**src/rtl/sts_pkg.sv**
```systemverilog
// ----------------------------------------------------------------------------
// Timer task scheduler package
// Shared operation and status codes and the sequencer state type.
// ----------------------------------------------------------------------------
package sts_pkg;

    localparam int unsigned HandleW = 4;
    localparam int unsigned LockW   = 7;

    typedef enum logic [1:0] {
        OP_ADD    = 2'd0,
        OP_REMOVE = 2'd1,
        OP_UNLOCK = 2'd2,
        OP_POLL   = 2'd3
    } t_op;

    typedef enum logic [1:0] {
        ST_DONE    = 2'd0,
        ST_FULL    = 2'd1,
        ST_MISSING = 2'd2,
        ST_SPARE   = 2'd3
    } t_status;

    typedef enum logic [7:0] {
        S_IDLE  = 8'b0000_0001,
        S_MUL   = 8'b0000_0010,
        S_READ  = 8'b0000_0100,
        S_TEST  = 8'b0000_1000,
        S_SHIFT = 8'b0001_0000,
        S_SHWR  = 8'b0010_0000,
        S_WRITE = 8'b0100_0000,
        S_OUT   = 8'b1000_0000
    } t_state;

endpackage

```
**src/rtl/software_timer_task_scheduler_unit.sv**
```systemverilog
// Steps: unlock goes straight to the result; add multiplies, then writes; remove and poll read
// and test entries in turn; a dropped task has each later entry moved down to close the gap.
// Throughput: one word at a time; the block is not ready until the result is taken.
// The entry table is one memory with a single registered read port, which sets the scan rate.
// Synchronous active-low reset clears the entry count, handle map and held locks;
// table contents are left as they are.
// ----------------------------------------------------------------------------
// Timer task scheduler
// Insertion-ordered table of timed tasks, scanned one entry at a time.
// ----------------------------------------------------------------------------
module software_timer_task_scheduler_unit
    import sts_pkg::*;
#(
    parameter int unsigned MAX_TASKS = 16
) (
    input  logic         i_clk,
    input  logic         i_rst_n,
    input  logic         s_axis_tvalid,
    output logic         s_axis_tready,
    // operation[1:0], now[33:2], callback_id[41:34], delay_count[73:42],
    // unit_ticks[89:74], lock_mask[96:90], repeatable[97], handle[101:98]
    input  logic [103:0] s_axis_tdata,
    output logic         m_axis_tvalid,
    input  logic         m_axis_tready,
    // status[1:0], handle_out[5:2], dispatched[6], callback_out[14:7]
    output logic [15:0]  m_axis_tdata
);

    localparam int unsigned Cap  = (MAX_TASKS < 16) ? MAX_TASKS : 16;
    localparam int unsigned IdxW = $clog2(Cap);
    localparam int unsigned CntW = $clog2(Cap + 1);
    localparam int unsigned EntW = HandleW + 8 + 32 + 32 + LockW + 1;

    // Entry record: handle, callback, start, delay, lock, repeat
    typedef struct packed {
        logic [HandleW-1:0] hnd;
        logic [7:0]         cb;
        logic [31:0]        start;
        logic [31:0]        dly;
        logic [LockW-1:0]   lock;
        logic               rep;
    } t_entry;

    t_entry r_mem [Cap];
    t_entry r_rd;

    t_state              r_state, n_state;
    logic [CntW-1:0]     r_count, n_count;
    logic [15:0]         r_busy, n_busy;
    logic [LockW-1:0]    r_held, n_held;
    logic [CntW-1:0]     r_idx, n_idx;
    t_op                 r_op, n_op;
    logic [31:0]         r_now, n_now;
    logic [7:0]          r_cbin, n_cbin;
    logic [31:0]         r_dc, n_dc;
    logic [15:0]         r_du, n_du;
    logic [LockW-1:0]    r_lockin, n_lockin;
    logic                r_repin, n_repin;
    logic [HandleW-1:0]  r_hin, n_hin;
    logic [31:0]         r_prod, n_prod;
    logic [15:0]         r_res, n_res;
    logic                r_vld, n_vld;

    // Memory write and read controls
    logic                we;
    logic [IdxW-1:0]     waddr, raddr;
    t_entry              wdata;
    logic [HandleW-1:0]  free_h;
    logic                free_ok;
    logic [31:0]         elapsed;

    // Lowest free handle
    always_comb begin
        free_h  = '0;
        free_ok = 1'b0;
        for (int i = 15; i >= 0; i--) begin
            if (!r_busy[i]) begin
                free_h  = HandleW'(i);
                free_ok = 1'b1;
            end
        end
    end

    // The read address follows the next index, so r_rd holds the entry at r_idx.
    assign elapsed = r_now - r_rd.start;
    assign raddr   = n_idx[IdxW-1:0];

    // Table memory with registered read
    always_ff @(posedge i_clk) begin
        if (we) begin
            r_mem[waddr] <= wdata;
        end
        r_rd <= r_mem[raddr];
    end

    // Sequencer
    always_comb begin
        n_state = r_state; n_count = r_count; n_busy = r_busy; n_held = r_held;
        n_idx = r_idx; n_op = r_op; n_now = r_now; n_cbin = r_cbin; n_dc = r_dc;
        n_du = r_du; n_lockin = r_lockin; n_repin = r_repin; n_hin = r_hin;
        n_prod = r_prod; n_res = r_res; n_vld = r_vld;
        we = 1'b0; waddr = r_idx[IdxW-1:0]; wdata = r_rd;
        case (r_state)
            S_IDLE: begin
                if (s_axis_tvalid) begin
                    n_op = t_op'(s_axis_tdata[1:0]);
                    n_now = s_axis_tdata[33:2];
                    n_cbin = s_axis_tdata[41:34];
                    n_dc = s_axis_tdata[73:42];
                    n_du = s_axis_tdata[89:74];
                    n_lockin = s_axis_tdata[96:90];
                    n_repin = s_axis_tdata[97];
                    n_hin = s_axis_tdata[101:98];
                    n_idx = '0;
                    n_res = '0;
                    case (t_op'(s_axis_tdata[1:0]))
                        OP_ADD: n_state = S_MUL;
                        OP_UNLOCK: begin
                            n_held = r_held & ~s_axis_tdata[96:90];
                            n_state = S_OUT;
                        end
                        default: begin
                            n_res[1:0] = ST_MISSING;
                            n_state = (r_count == '0) ? S_OUT : S_READ;
                        end
                    endcase
                end
            end
            S_MUL: begin
                n_prod = r_dc * {16'd0, r_du};
                n_state = S_WRITE;
            end
            S_WRITE: begin
                if (r_count >= CntW'(Cap) || !free_ok) begin
                    n_res[1:0] = ST_FULL;
                end else begin
                    we = 1'b1;
                    waddr = r_count[IdxW-1:0];
                    wdata = '{hnd: free_h, cb: r_cbin, start: r_now, dly: r_prod,
                              lock: r_lockin, rep: r_repin};
                    n_busy = r_busy | (16'd1 << free_h);
                    n_count = r_count + 1'b1;
                    n_res[5:2] = free_h;
                end
                n_state = S_OUT;
            end
            S_READ: n_state = S_TEST;
            S_TEST: begin
                if (r_op == OP_REMOVE && r_rd.hnd == r_hin) begin
                    n_res[1:0] = ST_DONE;
                    n_busy = r_busy & ~(16'd1 << r_rd.hnd);
                    n_state = S_SHIFT;
                end else if (r_op == OP_POLL && elapsed >= r_rd.dly
                             && (r_held & r_rd.lock) == '0) begin
                    n_res = {1'b0, r_rd.cb, 1'b1, 4'd0, ST_DONE};
                    n_held = r_held | r_rd.lock;
                    if (r_rd.rep) begin
                        we = 1'b1;
                        wdata = r_rd;
                        wdata.start = r_now;
                        n_state = S_OUT;
                    end else begin
                        n_busy = r_busy & ~(16'd1 << r_rd.hnd);
                        n_state = S_SHIFT;
                    end
                end else if (r_idx + 1'b1 >= r_count) begin
                    n_state = S_OUT;
                end else begin
                    n_idx = r_idx + 1'b1;
                    n_state = S_READ;
                end
            end
            S_SHIFT: begin
                // Close the gap: read the next slot, then write it one place down
                if (r_idx + 1'b1 >= r_count) begin
                    n_count = r_count - 1'b1;
                    n_state = S_OUT;
                end else begin
                    n_idx = r_idx + 1'b1;
                    n_state = S_SHWR;
                end
            end
            S_SHWR: begin
                we = 1'b1;
                waddr = IdxW'(r_idx - 1'b1);
                wdata = r_rd;
                n_state = S_SHIFT;
            end
            S_OUT: begin
                n_vld = 1'b1;
                if (r_vld && m_axis_tready) begin
                    n_vld = 1'b0;
                    n_state = S_IDLE;
                end
            end
            default: n_state = S_IDLE;
        endcase
    end

    // Registers
    always_ff @(posedge i_clk) begin
        if (!i_rst_n) begin
            r_state <= S_IDLE; r_count <= '0; r_busy <= '0; r_held <= '0;
            r_vld <= 1'b0;
        end else begin
            r_state <= n_state; r_count <= n_count; r_busy <= n_busy;
            r_held <= n_held; r_vld <= n_vld;
        end
        r_idx <= n_idx; r_op <= n_op; r_now <= n_now; r_cbin <= n_cbin; r_dc <= n_dc;
        r_du <= n_du; r_lockin <= n_lockin; r_repin <= n_repin; r_hin <= n_hin;
        r_prod <= n_prod; r_res <= n_res;
    end

    assign s_axis_tready = (r_state == S_IDLE);
    assign m_axis_tvalid = r_vld;
    assign m_axis_tdata  = r_res;

endmodule

```
**config.mk**
```make
export PLATFORM = sky130hd
export DESIGN_NAME = software_timer_task_scheduler_unit
export DESIGN_NICKNAME = d
export VERILOG_FILES = /design/src/rtl/sts_pkg.sv /design/src/rtl/software_timer_task_scheduler_unit.sv
export SDC_FILE = /design/constraint.sdc
export NUM_CORES = 2
export LEC_CHECK = 0
export ABC_CLOCK_PERIOD_IN_PS = 14950
export BUFFER_PORTS_ARGS = -buffer_cell sky130_fd_sc_hd__buf_2
export CAP_MARGIN = 20
export CELL_PAD_IN_SITES_DETAIL_PLACEMENT = 1
export CELL_PAD_IN_SITES_GLOBAL_PLACEMENT = 2
export CORE_ASPECT_RATIO = 0.75
export CORE_UTILIZATION = 49
export CTS_BUF_LIST = sky130_fd_sc_hd__clkbuf_8 sky130_fd_sc_hd__clkbuf_16
export CTS_CLUSTER_SIZE = 25
export DETAILED_ROUTE_END_ITERATION = 8
export GPL_ROUTABILITY_DRIVEN = 0
export PLACE_DENSITY = 0.83
export SLEW_MARGIN = 10
export SYNTH_ARGS = -nofsm -noshare
export SYNTH_HDL_FRONTEND = slang
export SYNTH_SLANG_ARGS = --single-unit
```
**constraint.sdc**
```tcl
create_clock -name i_clk -period 14.95 [get_ports i_clk]
set_clock_uncertainty 0.05 [all_clocks]
set_input_delay 2.2425 -clock i_clk [delete_from_list [all_inputs] [get_ports i_clk]]
set_output_delay 2.2425 -clock i_clk [all_outputs]
set_load 0.05 [all_outputs]
```
After elaboration in Yosys (flattened, before gate mapping):

Memory sizes are Yosys's and may differ from the RTL's. A register that Yosys moved wholly into a read port is not among the register bits.
Index checks and enable logic that the tools add are counted.

* register bits: 192
* bits in latches: 0
* memory bits (writable): 1344
* ROM bits: 0
* output and inout bits: 18
* word-level logic and storage cells: 169
* memories kept: 1

Memory list
* r_mem: words 16, width 84, rd ports 1, clocked after memory_dff 1, wr ports 1, RTL line software_timer_task_scheduler_unit.sv:44 `t_entry r_mem [Cap];`

* $add $sub $neg: 5
* multiply operators: 1
* divide/modulo/power cells: 0
* $lt $le $gt $ge: 3
* equality and inequality tests: 23
* shift operators: 2
* muxes and demuxes: 84
* bitwise logic cells: 7
* reductions and logical operators: 24

Operator list (number)
* $mux 72: 3
* $pmux 84 s2: 1
* $mux 16: 6
* $mux 84: 1
* $mux 4: 18
* $mux 8: 8
* $pmux 8 s8: 1
* $ge 32x32->1: 1
* $mul 32x16->32: 1
* $pmux 16 s2: 1
* $shl 1x4->16 const A: 2
* $sub 32x32->32: 1
* $mux 5: 6
* $mux 7: 4
* $mux 1: 23
* $pmux 10 s2: 1
* $pmux 6 s3: 1
* $and 16x16->16: 1
* $ne 2x2->1 const B: 8
* $not 16->16: 1
* $or 16x16->16: 1
* $pmux 8 s2: 1
* $reduce_and 4->1: 4
* $pmux 5 s3: 1
* other kinds (39): 53

Depth between registers and ports, before layout:

* depth after elaboration: 22
* gate-level depth with buffers: 30
* gate-level depth less buffers: 28

Worst setup path before layout:

Ideal clock, no wire load.

* kind: reg-to-reg
* from: register r_now[0]
* to: memory r_mem[5][0] in the netlist's numbering (enable)
* data arrival time: 8.436 ns
* slack: 5.937 ns
* stages on the path, launching flop included: 26
* buffers on the path: 0
* path through: edfxtp_1 > inv_1 > ha_1 > inv_1 > fa_1 > a21o_1 > a211o_1 > a21oi_1 > a2111oi_0 > o31a_1 > o21ai_0 > a21o_1 > a31oi_1 > a221o_1 > a21oi_1 > xnor2_1 > ha_1 > nand4_1 > nor2_1 > o221a_1 > o31a_1 > a31oi_4 > o21ai_1 > o21ai_0 > or2_2 > nor2_1

* cells in the longest elaborated chain, start to end: 9

RTL lines
* start, declared: RTL line software_timer_task_scheduler_unit.sv:53 `logic [31:0] r_now, n_now;`
* start signal, assigned: RTL line software_timer_task_scheduler_unit.sv:209 `r_idx <= n_idx; r_op <= n_op; r_now <= n_now; r_cbin <= n_cbin; r_dc <= n_dc;`
* $sub 32x32->32: RTL line software_timer_task_scheduler_unit.sv:85 `assign elapsed = r_now - r_rd.start;`
* $ge 32x32->1: RTL line software_timer_task_scheduler_unit.sv:153 `end else if (r_op == OP_POLL && elapsed >= r_rd.dly`
* $logic_and 1x1->1: RTL line software_timer_task_scheduler_unit.sv:153
* $logic_and 1x1->1: RTL line software_timer_task_scheduler_unit.sv:154 `&& (r_held & r_rd.lock) == '0) begin`
* $mux 1: RTL line software_timer_task_scheduler_unit.sv:153
* $mux 1: RTL line software_timer_task_scheduler_unit.sv:149 `if (r_op == OP_REMOVE && r_rd.hnd == r_hin) begin`
* $pmux 1 s3: RTL line software_timer_task_scheduler_unit.sv:103 `case (r_state)`
* $mux 1: RTL line software_timer_task_scheduler_unit.sv:90 `if (we) begin`
* $mux 1 (not written as such): RTL line software_timer_task_scheduler_unit.sv:91 `r_mem[waddr] <= wdata;`
* end, declared: RTL line software_timer_task_scheduler_unit.sv:44

No other way between the ends.

Worst setup path in the final report:

* from: register r_now[0]
* to: register, netlist name r_rd[70]

* cells in the longest elaborated chain, start to end: 7

RTL lines (RTL line)
* $sub 32x32->32: software_timer_task_scheduler_unit.sv:85
* $ge 32x32->1: software_timer_task_scheduler_unit.sv:153
* $logic_and 1x1->1: software_timer_task_scheduler_unit.sv:153
* $logic_and 1x1->1: software_timer_task_scheduler_unit.sv:154
* $mux 5: software_timer_task_scheduler_unit.sv:153
* $mux 5: software_timer_task_scheduler_unit.sv:149
* $pmux 5 s3: software_timer_task_scheduler_unit.sv:103

No other way between the ends. The select of a mux whose other input is x is not followed.
A chain may end at the register's enable or synchronous reset.

==> impl_metrics.csv <==
group,metric,value,unit
run_status,outcome,"completed",
die,fp.dieH,345,µm
global_route,grt_pass1_wl,310000,µm
clock_tree,clkSlewWorstSetupHoldPaths,0.06,ns
sta,fin_tns_setup,0,ns
worst_setup_path,start_kind,"flip-flop",
die,die_x,459,µm
worst_hold_path,min_to,"r_busy[2]",
clock_tree,holdBufCountCts,0,
worst_setup_path,critPathSlowestCell,"buf_4",
detailed_routing,routed_via_density,5.66,
worst_hold_path,holdPathStages,2,
synthesis,syn_area_per_cell,13.3,µm²
global_route,use_met1,37.2,%
worst_setup_path,r2r_cells,32,
clock_tree,ctsHtreeMaxLevel,4,
global_route,use_met3,3.53,%
worst_setup_path,required,15.56,ns
worst_setup_path,r2r-end,"r_rd[70]",
worst_setup_path,worstPathArrival,11.47,ns
sta,period_minus_slack,10.85,ns
synthesis,synth_cell_types,72,
die,rows,125,
worst_setup_path,timing.rr.start,"r_now[0]",
detailed_routing,drt_first_pass_iters,5,
cells_and_area,layout_common_cells,"1494 x edfxtp_1, 758 x nor2_1, 673 x mux2i_1",
synthesis,ys_seq_area_share,61.8,%
die,die_area,0.158,mm²
die,initial_core_util,49.4,%
worst_setup_path,crit_type,"flip-flop to flip-flop",
cells_and_area,syn_to_final_growth,10.5,%
worst_setup_path,cp_slowest_stage_delay,0.93,ns
cells_and_area,layout_commonest_cell,"edfxtp_1",
sta,max_slew_margin,17.7,%
detailed_routing,wl,207000,µm
clock_tree,cts_resized,0,
sta,slew_violations,0,
synthesis,ys_ff_latch,1619,
place,numPortBuffers,122,
die,core_area,0.155,mm²
clock_tree,postCtsSetupRepairBufs,0,
synthesis,netlist_instances,5773,
cells_and_area,diodes,0,
worst_setup_path,endpoint_kind,"flip-flop",
sta,rsz0062_at_grt,"false",
global_route,grt_use_met2,43.5,%
synthesis,yosys_warnings,0,
worst_hold_path,hp-start,"r_busy[2]",
worst_setup_path,rrSetupSlack,4.10,ns
detailed_routing,wl_per_cell,25.4,µm
clock_tree,clock_sinks,1619,
global_route,grt_pass1_vias,49200,
detailed_routing,drc,0,
synthesis,synth_nets,6325,
clock_tree,cts_buffers,160,
synthesis,yosys_most_used_dff,"edfxtp_1",
cells_and_area,n_fill_cell,15300,
detailed_routing,vias,46200,
clock_tree,clockRootBuffer,"clkbuf_16",
synthesis,syn-cell-area,0.0767,mm²
detailed_routing,drt_iter0_drc,3621,
die,ios,126,
clock_tree,cts_tree,"done",
sta,hold_violations,0,
worst_setup_path,crit_top_cell,"buf_4",
cells_and_area,nets,6484,
global_route,antenna_found_initial,11,
global_route,grt_max_degree,150,
worst_hold_path,hold_class,"flip-flop to flip-flop",
sta,fmaxAchievable,0.0921,GHz
place,dp_hpwl,119000,µm
cells_and_area,drive_above_1_share,8.98,%
global_route,overflow,0,
synthesis,synth_edf_count,1494,
global_route,grt_use_total,26.4,%
synthesis,async_flop_share,0,%
clock_tree,insertion_delay,0.81,ns
sta,period_share,72.6,%
clock_tree,cts_buffer_depth,3,
sta,tightest_slew,1.23,ns
worst_setup_path,critical_path.max_fanout,75,
sta,setup_viol,0,
global_route,grt.busiest_layer,"met2",
detailed_routing,drtAntennaViolNets,0,
flow_run,cap_violations,0,
-- how the worst max path moves through the flow --
stage | from | to | slack (ns) | cells after the start
floorplan | r_now[0] | r_mem[5][0] | 5.94 | 25
global placement | r_now[0] | r_rd[48] | 4.29 | 31
detailed placement | r_now[0] | r_rd[48] | 4.18 | 32
CTS | r_now[0] | r_rd[48] | 4.11 | 32
global route | r_now[0] | r_rd[70] | 3.52 | 32
finish | r_now[0] | r_rd[70] | 4.10 | 32
-- critical path: cells and delay by family (launching register included) --
kind	cells	cell delay [ns]
AO/OA/AOI/OAI	16	4.84
buffers and inverters	7	3.68
adder cells (fa/ha/maj)	3	0.83
AND/OR/NAND/NOR	5	0.65
flip-flops	1	0.38
XOR/XNOR	1	0.14
-- flip-flops by register name, indices dropped and copies added, names as in the netlist, 2 cells and up --
name and count:
r_rd 84, r_lockin 7, r_op 2, r_idx 5
r_dc 32, r_cbin 8, r_count 5, r_du 16
r_mem 1344, m_axis_tdata 15, r_now 32, r_held 7
r_busy 16, r_hin 4, r_prod 32, r_state 8
-- final cells by class --
class | instances | area, µm² | area share (%)
tap | 2095 | 2620 | 3.10
inverter | 394 | 1490 | 1.76
sequential | 1619 | 47400 | 55.9
timing repair buffer | 277 | 1800 | 2.13
multi-input combinational | 3480 | 26300 | 31.1
clock inverter | 122 | 846 | 0.999
clock buffer | 174 | 4250 | 5.02
-- metrics by stage --
| step | cell area [µm²] | utilization, % | std cells | worst slack, ns | hold slack (ns) |
|---|---|---|---|---|---|
| 2_1_floorplan | 76700 | - | 5773 | 5.94 | 0.415 |
| 3_3_place_gp | 79600 | 51.3 | 7859 | 4.29 | 0.428 |
| 3_5_place_dp | 79600 | 51.3 | 7864 | 4.18 | 0.436 |
| 4_1_cts | 84700 | 54.6 | 8160 | 4.11 | 0.444 |
| 5_1_grt | 84700 | 54.6 | 8161 | 3.52 | 0.486 |
| 6_report | 84700 | 54.6 | 8161 | 4.10 | 0.444 |
-- Yosys cell counts (4+ instances only) --
cell type | count | area, µm²
edfxtp_1 | 1494 | 44900
nor2_1 | 775 | 2910
mux2i_1 | 673 | 6740
nand2_1 | 443 | 1660
inv_1 | 392 | 1470
fa_1 | 306 | 6130
o21ai_1 | 233 | 1170
o21ai_0 | 221 | 1110
and2_1 | 147 | 920
ha_1 | 138 | 1730
clkbuf_1 | 127 | 477
dfxtp_1 | 125 | 2500
nand4_1 | 103 | 644
a21oi_1 | 93 | 465
xnor2_1 | 76 | 666
buf_6 | 75 | 845
buf_2 | 58 | 290
nand3_1 | 36 | 180
a21o_1 | 32 | 240
xor2_1 | 22 | 193
nand2b_1 | 19 | 119
nor3_1 | 18 | 90.1
o21a_1 | 15 | 113
and3_1 | 13 | 81.3
buf_1 | 13 | 48.8
o21bai_1 | 11 | 82.6
a31oi_1 | 8 | 50.1
nor4_1 | 8 | 50.1
o31ai_1 | 8 | 60.1
buf_4 | 7 | 52.6
a211oi_1 | 5 | 37.5
a21boi_0 | 5 | 37.5
a22oi_1 | 5 | 37.5
o211ai_1 | 5 | 37.5
or3_1 | 5 | 31.3
nand4b_1 | 4 | 35.0
nor2b_1 | 4 | 25.0
o31a_1 | 4 | 35.0
or2_2 | 4 | 25.0
-- routing by layer --
| layer | routed length, µm | vias to the layer above |
|---|---|---|
| met5 | 11 | - |
| met1 | 93300 | 24200 |
| met2 | 99400 | 1110 |
| met4 | 3860 | 2 |
| met3 | 10900 | 246 |
| li1 | - | 20600 |
-- kinds of logic (layout without fill, tap and decap cells) --
| logic type | after synthesis | count (layout) | share of synthesized area [%] |
|---|---|---|---|
| flops | 1619 | 1619 | 61.8 |
| fa+ha+maj | 444 | 444 | 10.2 |
| compound gates | 673 | 673 | 4.94 |
| mux | 675 | 675 | 8.82 |
| buf+inv | 674 | 967 | 4.16 |
| xor+xnor | 98 | 98 | 1.12 |
| other cells | 1 | 1 | 0.00489 |
| simple gates | 1589 | 1589 | 8.94 |
Power is not shown: default switching activity piles up to over one toggle a cycle in this logic, so the estimate is an artifact.
